**src/design/rswd_pkg.sv**
```systemverilog
// Types and constants of the row split write descriptor generator
package rswd_pkg;

    localparam int CfgIdxW  = 3;
    localparam int CfgDataW = 16;

    localparam logic [CfgIdxW-1:0] REG_ELEMENT_BYTES  = 3'd0;
    localparam logic [CfgIdxW-1:0] REG_SRC_ROW_COLS   = 3'd1;
    localparam logic [CfgIdxW-1:0] REG_VALID_COLS     = 3'd2;
    localparam logic [CfgIdxW-1:0] REG_PAGE_COLS      = 3'd3;
    localparam logic [CfgIdxW-1:0] REG_PAGES_PER_ROW  = 3'd4;
    localparam logic [CfgIdxW-1:0] REG_FIRST_PAGE_IDX = 3'd5;
    localparam logic [CfgIdxW-1:0] REG_FIRST_PAGE_OFF = 3'd6;
    localparam logic [CfgIdxW-1:0] REG_ROWS_PER_BLOCK = 3'd7;

    localparam logic [3:0]  RST_ELEMENT_BYTES  = 4'd2;
    localparam logic [13:0] RST_SRC_ROW_COLS   = 14'd32;
    localparam logic [13:0] RST_VALID_COLS     = 14'd32;
    localparam logic [13:0] RST_PAGE_COLS      = 14'd32;
    localparam logic [15:0] RST_PAGES_PER_ROW  = 16'd1;
    localparam logic [15:0] RST_FIRST_PAGE_IDX = 16'd0;
    localparam logic [12:0] RST_FIRST_PAGE_OFF = 13'd0;
    localparam logic [5:0]  RST_ROWS_PER_BLOCK = 6'd32;

    localparam int QueueDepth = 2;

    // configuration after clamping
    typedef struct packed {
        logic [3:0]  element_bytes;
        logic [13:0] src_row_cols;
        logic [13:0] valid_cols;
        logic [13:0] page_cols;
        logic [15:0] pages_per_row;
        logic [15:0] first_page_index;
        logic [12:0] first_page_col_offset;
        logic [5:0]  rows_per_block;
    } rswd_cfg_t;

    // per-row bases handed from front to back
    typedef struct packed {
        logic [20:0] src_offset;
        logic [31:0] page_id;
        logic [15:0] page_offset;
    } rswd_desc_t;

endpackage

```
**src/design/rswd_if.sv**
```systemverilog
// Valid/ready channel interfaces for row requests and chunk descriptors
interface rswd_in_if;
    logic        valid;
    logic        ready;
    logic [15:0] block_index;
    logic [4:0]  row_in_block;

    modport source (output valid, output block_index, output row_in_block, input ready);
    modport sink (input valid, input block_index, input row_in_block, output ready);
endinterface

interface rswd_out_if;
    logic        valid;
    logic        ready;
    logic [20:0] src_offset;
    logic [31:0] page_id;
    logic [15:0] page_offset;
    logic [16:0] byte_count;
    logic        last;
    logic        overflow;

    modport source (output valid, output src_offset, output page_id, output page_offset,
                    output byte_count, output last, output overflow, input ready);
    modport sink (input valid, input src_offset, input page_id, input page_offset,
                  input byte_count, input last, input overflow, output ready);
endinterface

```
**src/design/row_split_write_descriptor_gen_top.sv**
```systemverilog
// Top level of the row split write descriptor generator
// Each accepted row passes through the front end (accept, then three multiply
// stages for the source offset and the row's base page id) and is queued
// unless it has no valid columns; the back end loads a row from the queue and
// then emits one chunk per cycle into the output register while the output is
// not stalled, up to MAX_CHUNKS descriptors per row; a row with no valid
// columns emits none. The block does not enforce that registers are written
// through cfg_we/cfg_index/cfg_wdata only while idle; the user must keep to it.
module row_split_write_descriptor_gen_top #(
    parameter int MAX_ROWS   = 32,
    parameter int MAX_CHUNKS = 64
) (
    input  logic                            clk,
    input  logic                            rst_n,
    rswd_in_if.sink                         rows,
    rswd_out_if.source                      chunks,
    input  logic                            cfg_we,
    input  logic [rswd_pkg::CfgIdxW-1:0]    cfg_index,
    input  logic [rswd_pkg::CfgDataW-1:0]   cfg_wdata
);

    logic [3:0]  eb_reg;
    logic [13:0] stride_reg;
    logic [13:0] valid_reg;
    logic [13:0] pcols_reg;
    logic [15:0] ppr_reg;
    logic [15:0] fpage_reg;
    logic [12:0] foff_reg;
    logic [5:0]  rpb_reg;

    rswd_pkg::rswd_cfg_t  cfg;
    rswd_pkg::rswd_desc_t push_data;
    rswd_pkg::rswd_desc_t rdata;
    logic                 push;
    logic                 pop;
    logic                 full;
    logic                 empty;
    logic [13:0]          pcols_eff;

    assign pcols_eff = (pcols_reg == 14'd0) ? 14'd1 : pcols_reg;

    always_comb
    begin
        cfg.element_bytes         = eb_reg;
        cfg.src_row_cols          = stride_reg;
        cfg.valid_cols            = valid_reg;
        cfg.page_cols             = pcols_eff;
        cfg.pages_per_row         = ppr_reg;
        cfg.first_page_index      = fpage_reg;
        cfg.first_page_col_offset = (14'(foff_reg) >= pcols_eff)
                                    ? 13'(pcols_eff - 14'd1) : foff_reg;
        cfg.rows_per_block        = (7'(rpb_reg) > 7'(MAX_ROWS))
                                    ? 6'(MAX_ROWS) : rpb_reg;
    end

    always_ff @(posedge clk or negedge rst_n)
    begin
        if (!rst_n)
        begin
            eb_reg     <= rswd_pkg::RST_ELEMENT_BYTES;
            stride_reg <= rswd_pkg::RST_SRC_ROW_COLS;
            valid_reg  <= rswd_pkg::RST_VALID_COLS;
            pcols_reg  <= rswd_pkg::RST_PAGE_COLS;
            ppr_reg    <= rswd_pkg::RST_PAGES_PER_ROW;
            fpage_reg  <= rswd_pkg::RST_FIRST_PAGE_IDX;
            foff_reg   <= rswd_pkg::RST_FIRST_PAGE_OFF;
            rpb_reg    <= rswd_pkg::RST_ROWS_PER_BLOCK;
        end
        else if (cfg_we)
        begin
            unique case (cfg_index)
                rswd_pkg::REG_ELEMENT_BYTES:  eb_reg     <= cfg_wdata[3:0];
                rswd_pkg::REG_SRC_ROW_COLS:   stride_reg <= cfg_wdata[13:0];
                rswd_pkg::REG_VALID_COLS:     valid_reg  <= cfg_wdata[13:0];
                rswd_pkg::REG_PAGE_COLS:      pcols_reg  <= cfg_wdata[13:0];
                rswd_pkg::REG_PAGES_PER_ROW:  ppr_reg    <= cfg_wdata;
                rswd_pkg::REG_FIRST_PAGE_IDX: fpage_reg  <= cfg_wdata;
                rswd_pkg::REG_FIRST_PAGE_OFF: foff_reg   <= cfg_wdata[12:0];
                rswd_pkg::REG_ROWS_PER_BLOCK: rpb_reg    <= cfg_wdata[5:0];
                default: ;
            endcase
        end
    end

    rswd_front u_front (
        .clk       (clk),
        .rst_n     (rst_n),
        .rows      (rows),
        .cfg       (cfg),
        .push      (push),
        .push_data (push_data),
        .full      (full)
    );

    rswd_queue #(
        .DEPTH (rswd_pkg::QueueDepth)
    ) u_queue (
        .clk   (clk),
        .rst_n (rst_n),
        .push  (push),
        .wdata (push_data),
        .full  (full),
        .pop   (pop),
        .rdata (rdata),
        .empty (empty)
    );

    rswd_back #(
        .MAX_CHUNKS (MAX_CHUNKS)
    ) u_back (
        .clk    (clk),
        .rst_n  (rst_n),
        .cfg    (cfg),
        .pop    (pop),
        .rdata  (rdata),
        .empty  (empty),
        .chunks (chunks)
    );

endmodule

```
**src/design/rswd_front.sv**
```systemverilog
// Front end: accepts a row and computes its source, page and offset bases
module rswd_front (
    input  logic                  clk,
    input  logic                  rst_n,
    rswd_in_if.sink               rows,
    input  rswd_pkg::rswd_cfg_t   cfg,
    output logic                  push,
    output rswd_pkg::rswd_desc_t  push_data,
    input  logic                  full
);

    localparam logic [1:0] S_IDLE = 2'd0;
    localparam logic [1:0] S_MUL1 = 2'd1;
    localparam logic [1:0] S_MUL2 = 2'd2;
    localparam logic [1:0] S_MUL3 = 2'd3;

    logic [1:0]  state_reg;
    logic [1:0]  state_next;
    logic [15:0] blk_reg;
    logic [4:0]  row_reg;
    logic [18:0] rs_reg;
    logic [21:0] br_reg;
    logic [15:0] poff_reg;
    logic [20:0] src_reg;
    logic [21:0] ridx_reg;
    logic [16:0] poff_full;

    assign rows.ready = (state_reg == S_IDLE);
    assign poff_full  = 17'(cfg.first_page_col_offset) * 17'(cfg.element_bytes);

    assign push_data.src_offset  = src_reg;
    assign push_data.page_offset = poff_reg;
    assign push_data.page_id     = 32'(ridx_reg) * 32'(cfg.pages_per_row)
                                   + 32'(cfg.first_page_index);
    assign push = (state_reg == S_MUL3) && !full && (cfg.valid_cols != 14'd0);

    always_comb
    begin
        state_next = state_reg;
        unique case (state_reg)
            S_IDLE:
            begin
                if (rows.valid)
                    state_next = S_MUL1;
            end
            S_MUL1: state_next = S_MUL2;
            S_MUL2: state_next = S_MUL3;
            S_MUL3:
            begin
                if (!full || cfg.valid_cols == 14'd0)
                    state_next = S_IDLE;
            end
            default: state_next = S_IDLE;
        endcase
    end

    always_ff @(posedge clk or negedge rst_n)
    begin
        if (!rst_n)
            state_reg <= S_IDLE;
        else
            state_reg <= state_next;
    end

    always_ff @(posedge clk)
    begin
        if (rows.valid && rows.ready)
        begin
            blk_reg <= rows.block_index;
            row_reg <= rows.row_in_block;
        end
        if (state_reg == S_MUL1)
        begin
            rs_reg   <= 19'(row_reg) * 19'(cfg.src_row_cols);
            br_reg   <= 22'(blk_reg) * 22'(cfg.rows_per_block);
            poff_reg <= poff_full[15:0];
        end
        if (state_reg == S_MUL2)
        begin
            src_reg  <= 21'(rs_reg) * 21'(cfg.element_bytes);
            ridx_reg <= br_reg + 22'(row_reg);
        end
    end

endmodule

```
**src/design/rswd_queue.sv**
```systemverilog
// Short descriptor queue between front and back
module rswd_queue #(
    parameter int DEPTH = 2
) (
    input  logic                  clk,
    input  logic                  rst_n,
    input  logic                  push,
    input  rswd_pkg::rswd_desc_t  wdata,
    output logic                  full,
    input  logic                  pop,
    output rswd_pkg::rswd_desc_t  rdata,
    output logic                  empty
);

    localparam int PtrW = (DEPTH > 1) ? $clog2(DEPTH) : 1;
    localparam int CntW = $clog2(DEPTH + 1);

    rswd_pkg::rswd_desc_t entry_reg [DEPTH];
    logic [PtrW-1:0] wr_ptr_reg;
    logic [PtrW-1:0] rd_ptr_reg;
    logic [CntW-1:0] count_reg;

    assign full  = (count_reg == CntW'(DEPTH));
    assign empty = (count_reg == '0);
    assign rdata = entry_reg[rd_ptr_reg];

    always_ff @(posedge clk or negedge rst_n)
    begin
        if (!rst_n)
        begin
            wr_ptr_reg <= '0;
            rd_ptr_reg <= '0;
            count_reg  <= '0;
        end
        else
        begin
            if (push)
                wr_ptr_reg <= (wr_ptr_reg == PtrW'(DEPTH - 1)) ? '0 : wr_ptr_reg + 1'b1;
            if (pop)
                rd_ptr_reg <= (rd_ptr_reg == PtrW'(DEPTH - 1)) ? '0 : rd_ptr_reg + 1'b1;
            if (push && !pop)
                count_reg <= count_reg + 1'b1;
            else if (pop && !push)
                count_reg <= count_reg - 1'b1;
        end
    end

    always_ff @(posedge clk)
    begin
        if (push)
            entry_reg[wr_ptr_reg] <= wdata;
    end

endmodule

```
**src/design/rswd_back.sv**
```systemverilog
// Back end: walks one row's columns and emits one chunk descriptor per cycle while the output is not stalled
module rswd_back #(
    parameter int MAX_CHUNKS = 64
) (
    input  logic                  clk,
    input  logic                  rst_n,
    input  rswd_pkg::rswd_cfg_t   cfg,
    output logic                  pop,
    input  rswd_pkg::rswd_desc_t  rdata,
    input  logic                  empty,
    rswd_out_if.source            chunks
);

    localparam int CntW = (MAX_CHUNKS > 2) ? $clog2(MAX_CHUNKS) : 1;

    logic            active_reg;
    logic [13:0]     done_reg;
    logic [CntW-1:0] n_reg;
    logic [13:0]     room_reg;
    logic [20:0]     src_reg;
    logic [31:0]     page_reg;
    logic [15:0]     poff_reg;

    logic            ov_reg;
    logic [20:0]     o_src_reg;
    logic [31:0]     o_page_reg;
    logic [15:0]     o_poff_reg;
    logic [16:0]     o_bytes_reg;
    logic            o_last_reg;
    logic            o_ovf_reg;

    logic        out_free;
    logic        step;
    logic [13:0] left;
    logic [13:0] cols;
    logic [14:0] sum;
    logic        final_chunk;
    logic        cut;
    logic [17:0] bytes;

    assign out_free    = !ov_reg || chunks.ready;
    assign step        = active_reg && out_free;
    assign pop         = !active_reg && !empty;
    assign left        = cfg.valid_cols - done_reg;
    assign cols        = (left < room_reg) ? left : room_reg;
    assign sum         = 15'(done_reg) + 15'(cols);
    assign final_chunk = (sum >= 15'(cfg.valid_cols));
    assign cut         = !final_chunk && (n_reg == CntW'(MAX_CHUNKS - 1));
    assign bytes       = 18'(cols) * 18'(cfg.element_bytes);

    assign chunks.valid       = ov_reg;
    assign chunks.src_offset  = o_src_reg;
    assign chunks.page_id     = o_page_reg;
    assign chunks.page_offset = o_poff_reg;
    assign chunks.byte_count  = o_bytes_reg;
    assign chunks.last        = o_last_reg;
    assign chunks.overflow    = o_ovf_reg;

    always_ff @(posedge clk or negedge rst_n)
    begin
        if (!rst_n)
        begin
            active_reg <= 1'b0;
            ov_reg     <= 1'b0;
        end
        else
        begin
            if (pop)
                active_reg <= 1'b1;
            else if (step && (final_chunk || cut))
                active_reg <= 1'b0;
            if (step)
                ov_reg <= 1'b1;
            else if (chunks.ready)
                ov_reg <= 1'b0;
        end
    end

    always_ff @(posedge clk)
    begin
        if (pop)
        begin
            done_reg <= '0;
            n_reg    <= '0;
            room_reg <= cfg.page_cols - 14'(cfg.first_page_col_offset);
            src_reg  <= rdata.src_offset;
            page_reg <= rdata.page_id;
            poff_reg <= rdata.page_offset;
        end
        else if (step)
        begin
            done_reg <= sum[13:0];
            n_reg    <= n_reg + 1'b1;
            room_reg <= cfg.page_cols;
            src_reg  <= src_reg + 21'(bytes);
            page_reg <= page_reg + 32'd1;
            poff_reg <= '0;
        end
        if (step)
        begin
            o_src_reg   <= src_reg;
            o_page_reg  <= page_reg;
            o_poff_reg  <= poff_reg;
            o_bytes_reg <= bytes[16:0];
            o_last_reg  <= final_chunk || cut;
            o_ovf_reg   <= cut;
        end
    end

endmodule

```
**src/flat_wrapper.sv**
```systemverilog
// flat-port wrapper written by rule: the top's interface ports become plain ports
module row_split_write_descriptor_gen_top_flat 
#(
    parameter int MAX_ROWS   = 32,
    parameter int MAX_CHUNKS = 64
)
  (clk, rst_n, cfg_we, cfg_index, cfg_wdata, rows_valid, rows_block_index, rows_row_in_block, rows_ready, chunks_valid, chunks_src_offset, chunks_page_id, chunks_page_offset, chunks_byte_count, chunks_last, chunks_overflow, chunks_ready);
  rswd_in_if rows_i ();
  rswd_out_if chunks_i ();
  input  logic clk;
  input  logic rst_n;
  input  logic cfg_we;
  input  logic [rswd_pkg::CfgIdxW-1:0] cfg_index;
  input  logic [rswd_pkg::CfgDataW-1:0] cfg_wdata;
  input wire logic [$bits(rows_i.valid)-1:0] rows_valid;
  input wire logic [$bits(rows_i.block_index)-1:0] rows_block_index;
  input wire logic [$bits(rows_i.row_in_block)-1:0] rows_row_in_block;
  output wire logic [$bits(rows_i.ready)-1:0] rows_ready;
  output wire logic [$bits(chunks_i.valid)-1:0] chunks_valid;
  output wire logic [$bits(chunks_i.src_offset)-1:0] chunks_src_offset;
  output wire logic [$bits(chunks_i.page_id)-1:0] chunks_page_id;
  output wire logic [$bits(chunks_i.page_offset)-1:0] chunks_page_offset;
  output wire logic [$bits(chunks_i.byte_count)-1:0] chunks_byte_count;
  output wire logic [$bits(chunks_i.last)-1:0] chunks_last;
  output wire logic [$bits(chunks_i.overflow)-1:0] chunks_overflow;
  input wire logic [$bits(chunks_i.ready)-1:0] chunks_ready;
  assign rows_i.valid = rows_valid;
  assign rows_i.block_index = rows_block_index;
  assign rows_i.row_in_block = rows_row_in_block;
  assign rows_ready = rows_i.ready;
  assign chunks_valid = chunks_i.valid;
  assign chunks_src_offset = chunks_i.src_offset;
  assign chunks_page_id = chunks_i.page_id;
  assign chunks_page_offset = chunks_i.page_offset;
  assign chunks_byte_count = chunks_i.byte_count;
  assign chunks_last = chunks_i.last;
  assign chunks_overflow = chunks_i.overflow;
  assign chunks_i.ready = chunks_ready;
  row_split_write_descriptor_gen_top #(.MAX_ROWS(MAX_ROWS), .MAX_CHUNKS(MAX_CHUNKS)) u_core (.clk(clk), .rst_n(rst_n), .rows(rows_i), .chunks(chunks_i), .cfg_we(cfg_we), .cfg_index(cfg_index), .cfg_wdata(cfg_wdata));
endmodule
```
**config.mk**
```make
export PLATFORM = sky130hd
export DESIGN_NAME = row_split_write_descriptor_gen_top_flat
export DESIGN_NICKNAME = d
export VERILOG_FILES = /design/src/design/rswd_pkg.sv /design/src/design/rswd_if.sv /design/src/design/row_split_write_descriptor_gen_top.sv /design/src/design/rswd_front.sv /design/src/design/rswd_queue.sv /design/src/design/rswd_back.sv /design/src/flat_wrapper.sv
export SDC_FILE = /design/constraint.sdc
export NUM_CORES = 2
export LEC_CHECK = 0
export ABC_AREA = 1
export BUFFER_PORTS_ARGS = -buffer_cell sky130_fd_sc_hd__buf_2
export CAP_MARGIN = 40
export CORE_ASPECT_RATIO = 0.6
export CORE_MARGIN = 5
export CORE_UTILIZATION = 30
export DETAILED_ROUTE_END_ITERATION = 10
export HOLD_SLACK_MARGIN = 0.1
export SLEW_MARGIN = 15
export SYNTH_ARGS = -nofsm -noshare
export SYNTH_HDL_FRONTEND = slang
export SYNTH_SLANG_ARGS = --single-unit
```
**constraint.sdc**
```tcl
create_clock -name clk -period 15.5 [get_ports clk]
set_clock_uncertainty 0.15 [all_clocks]
set_input_delay 0.775 -clock clk [delete_from_list [all_inputs] [get_ports clk]]
set_output_delay 0.775 -clock clk [all_outputs]
set_load 0.005 [all_outputs]
```
==> flow_metrics.py <==
metrics = {
    "synthesis": {
        "synth_top_family_by_area": "adder cells",
        "synthSimpleGateAreaFrac": 0.173,
        "seq_area_frac_synth": 0.344,
        "async_flop_share": 0.189,
        "synth_fa_ha_area_frac": 0.285,
        "synth-seq-cells": 555,
        "syn_area_sq_um": 46400,
        "dominantRegCellSynth": "edfxtp_1",
        "synth_cells": 5247,
        "synth_edf_count": 430,
        "synth_mux_area_frac": 0,
        "syn_nets": 6072,
        "synth-compound-area-share": 0.0641,
        "ys_warn_count": 0,
        "synth-xor-area-share": 0.0382,
        "synth_area_per_cell_sq_um": 8.83,
        "synth_cell_types": 60,
    },
    "cts": {
        "htreeDepth": 2,
        "post-cts-setup-buffers": 0,
        "cts_buffer_depth": 3,
        "cts_resized": 0,
        "clkSlewWorstSetupHoldPaths_ns": 0.07,
        "worstSkewPairLatency_ns": 0.67,
        "cts_root_buf": "clkbuf_16",
        "clock-sinks": 555,
        "cts_tree": "built",
        "numCtsBuffers": 56,
    },
    "critical_path": {
        "crit_path_start_kind": "flip-flop",
        "rr_startpoint": "u_core.valid_reg[4]$_DFFE_PN0P_",
        "slowest_stage": "fa_1",
        "cp_num_cells": 35,
        "critPathKind": "reg -> reg",
        "ff2ff_path_depth": 35,
        "path_max_fanout": 15,
        "regToRegSetupSlack_ns": 7.33,
        "path_buf_inv": 5,
        "crit_start": "u_core.valid_reg[4]$_DFFE_PN0P_",
        "critPathTopFamily": "adder cells",
        "required_ns": 15.77,
        "critical_path_arrival_ns": 8.44,
        "r2r_end": "u_core.u_back.src_reg[20]$_DFFE_PP_",
        "critPathMaxStageDelay_ns": 0.56,
        "cp-end-kind": "flip-flop",
        "setup.worst_path.end": "u_core.u_back.src_reg[20]$_DFFE_PP_",
    },
    "die": {
        "core-area_sq_um": 153000,
        "fp-row-count": 111,
        "dieArea_sq_um": 163000,
        "die_h_microns": 314,
        "start_util": 0.303,
        "die_w_microns": 517,
        "io_pins": 135,
    },
    "route": {
        "drt_iter0_markers": 3382,
        "routedWlPerCell_microns": 17.9,
        "via_count": 34800,
        "viasPerCell": 4.69,
        "drt.antenna.violating_nets": 0,
        "drc": 0,
        "dr.pass1.iters": 6,
        "wl_microns": 133000,
    },
    "layout": {
        "syn2layout_area_growth_pct": 11.2,
        "drive_gt1_frac": 0.0621,
        "fin_nets": 6160,
        "largest_reg_flops": 138,
        "n_fill_cell": 15800,
    },
    "timing": {
        "setup_viol": 0,
        "fin_crit_ns": 8.17,
        "slew_violations": 0,
        "tightest_slew_ns": 0.947,
        "finalCritPeriodShare": 0.527,
        "max_freq_ghz": 0.122,
        "rsz0062_at_grt": "no",
        "slew_headroom": 0.369,
        "timing.setup.tns_ns": 0,
        "hold_viol_final": 0,
    },
    "placed_design": {
        "hpwl_microns": 107000,
        "port-buffer-count": 134,
        "gp_congestion": 0.904,
    },
    "grt": {
        "antenna_found_initial": 13,
        "grt_overflow_total": 0,
        "grt_max_degree": 114,
        "grt.total_usage": 0.164,
        "grt_pass1_vias": 34300,
        "grt_pass1_wl_microns": 208000,
    },
    "worst_hold_path": {
        "hold_class": "in -> reg",
    },
    "run": {
        "cap_violations": 0,
    },
    "outcome": {
        "status": "finished, final reports clean",
    },
}
cells in the final DEF (no fill, tap or decap), drive strengths merged, types with 3 or more instances in the layout:
master       n
a21oi      208
o2111ai      3
nand2     1450
ha         322
dfxtp       20
nor4        13
inv       1018
clkinv      22
a211oi       4
o211ai       6
o21ai      230
xnor2       53
buf        197
and2         4
nor2       268
o21bai      14
a31oi       22
dfstp        6
o21a         8
a21boi       6
o31ai        8
a21o        17
nand4       49
o22ai        9
clkbuf      68
nand3      138
nand3b       5
edfxtp     430
clkinvlp     4
xor2       149
nor3        42
fa         458
or2         12
dfrtp       99
synthesized netlist by cell type (3+ instances only):
library cell / n / area [sq um]
o21ai_0: 214 / 1070
nor4_1: 12 / 75.1
o22ai_1: 9 / 56.3
dfstp_2: 6 / 158
nor2_2: 3 / 18.8
nor2_4: 4 / 45.0
a21boi_0: 4 / 30.0
clkbuf_1: 154 / 578
a211oi_1: 4 / 30.0
o31ai_1: 8 / 60.1
nand3_1: 136 / 681
buf_2: 10 / 50.1
inv_2: 4 / 15.0
ha_1: 322 / 4030
fa_1: 458 / 9170
o21a_1: 8 / 60.1
dfrtp_1: 99 / 2480
nand3b_1: 5 / 37.5
nor2_1: 260 / 976
xnor2_1: 53 / 464
nand4_1: 48 / 300
a21oi_1: 206 / 1030
xor2_1: 149 / 1310
a21o_1: 17 / 128
nor3_1: 40 / 200
o2111ai_1: 3 / 26.3
buf_1: 4 / 15.0
nand2_1: 1445 / 5420
edfxtp_1: 430 / 12900
o211ai_1: 6 / 45.0
a31oi_1: 22 / 138
inv_1: 1008 / 3780
o21ai_1: 16 / 80.1
nand2_2: 4 / 25.0
o21bai_1: 14 / 105
and2_1: 4 / 25.0
or2_2: 11 / 68.8
dfxtp_1: 20 / 400
routing by layer:
layer,vias to the layer above,global-route usage,part of all wire
met5,-,0.0101,0
li1,16600,-,-
met4,0,0.0192,0.0094
met1,16900,0.269,0.52
met2,1244,0.216,0.37
met3,83,0.0410,0.10
worst register-to-register path: cells and delay by family (launching register included):
family	cells	cell delay, ns
buffers and inverters	5	0.78
xor gates and xnor gates	2	0.41
AOI/OAI and AO/OA	9	1.95
and+or+nand+nor	13	1.69
adders and majority gates	6	2.46
DFF	1	0.43
layout make-up:
class                           count  area, sq um  area share
Multi-Input combinational cell   3511        26000       0.504
Tap cell                         2034         2540      0.0494
Sequential cell                   555        15900       0.309
Antenna cell                        2         5.00   0.0000971
Clock inverter                     33          282     0.00546
Inverter                         1013         3810      0.0739
Clock buffer                       68         1510      0.0293
Timing Repair Buffer              198         1450      0.0282
what timing repair did:
item	CTS	global route
endpoints found under the hold margin	42	0
hold buffers	1	0
endpoints found under the setup margin	0	0
through the flow:
| step | setup WS (ns) | hold slack (ns) | instances | cell area, sq um | util |
|---|---|---|---|---|---|
| 6_report | 7.33 | 0.169 | 7414 | 51500 | 0.336 |
| 5_1_grt | 6.57 | 0.122 | 7413 | 51500 | 0.336 |
| 4_1_cts | 7.43 | 0.116 | 7408 | 51500 | 0.336 |
| 3_5_place_dp | 7.43 | 0.256 | 7306 | 49700 | 0.324 |
| 3_3_place_gp | 7.34 | 0.257 | 7277 | 49200 | 0.321 |
| 2_1_floorplan | 8.85 | 0.250 | 5247 | 46400 | - |
worst min path at each step:
| stage | start | endpoint | cells after the start |
|---|---|---|---|
| after floorplan | u_core.u_back.poff_reg[0]$_SDFFCE_PN0P_ | u_core.u_back.chunks.page_offset[0]$_DFFE_PP_ | 0 |
| after global placement | u_core.u_back.poff_reg[7]$_SDFFCE_PN0P_ | u_core.u_back.chunks.page_offset[7]$_DFFE_PP_ | 0 |
| after detailed placement | u_core.u_back.poff_reg[7]$_SDFFCE_PN0P_ | u_core.u_back.chunks.page_offset[7]$_DFFE_PP_ | 0 |
| after CTS | rows_block_index[8] | u_core.u_front.blk_reg[8]$_DFFE_PP_ | 1 |
| after global routing | rows_block_index[14] | u_core.u_front.blk_reg[14]$_DFFE_PP_ | 1 |
| final | rows_block_index[13] | u_core.u_front.blk_reg[13]$_DFFE_PP_ | 1 |
cells by family after synthesis:
| logic type | after synthesis |
|---|---|
| AND/OR/NAND/NOR | 1985 |
| XOR/XNOR | 202 |
| adder cells (fa/ha/maj) | 780 |
| buffers and inverters | 1181 |
| flip-flops | 555 |
| AO/OA/AOI/OAI | 544 |
Power is not shown: default switching activity piles up to over one toggle a cycle in this logic, so the estimate is an artifact.
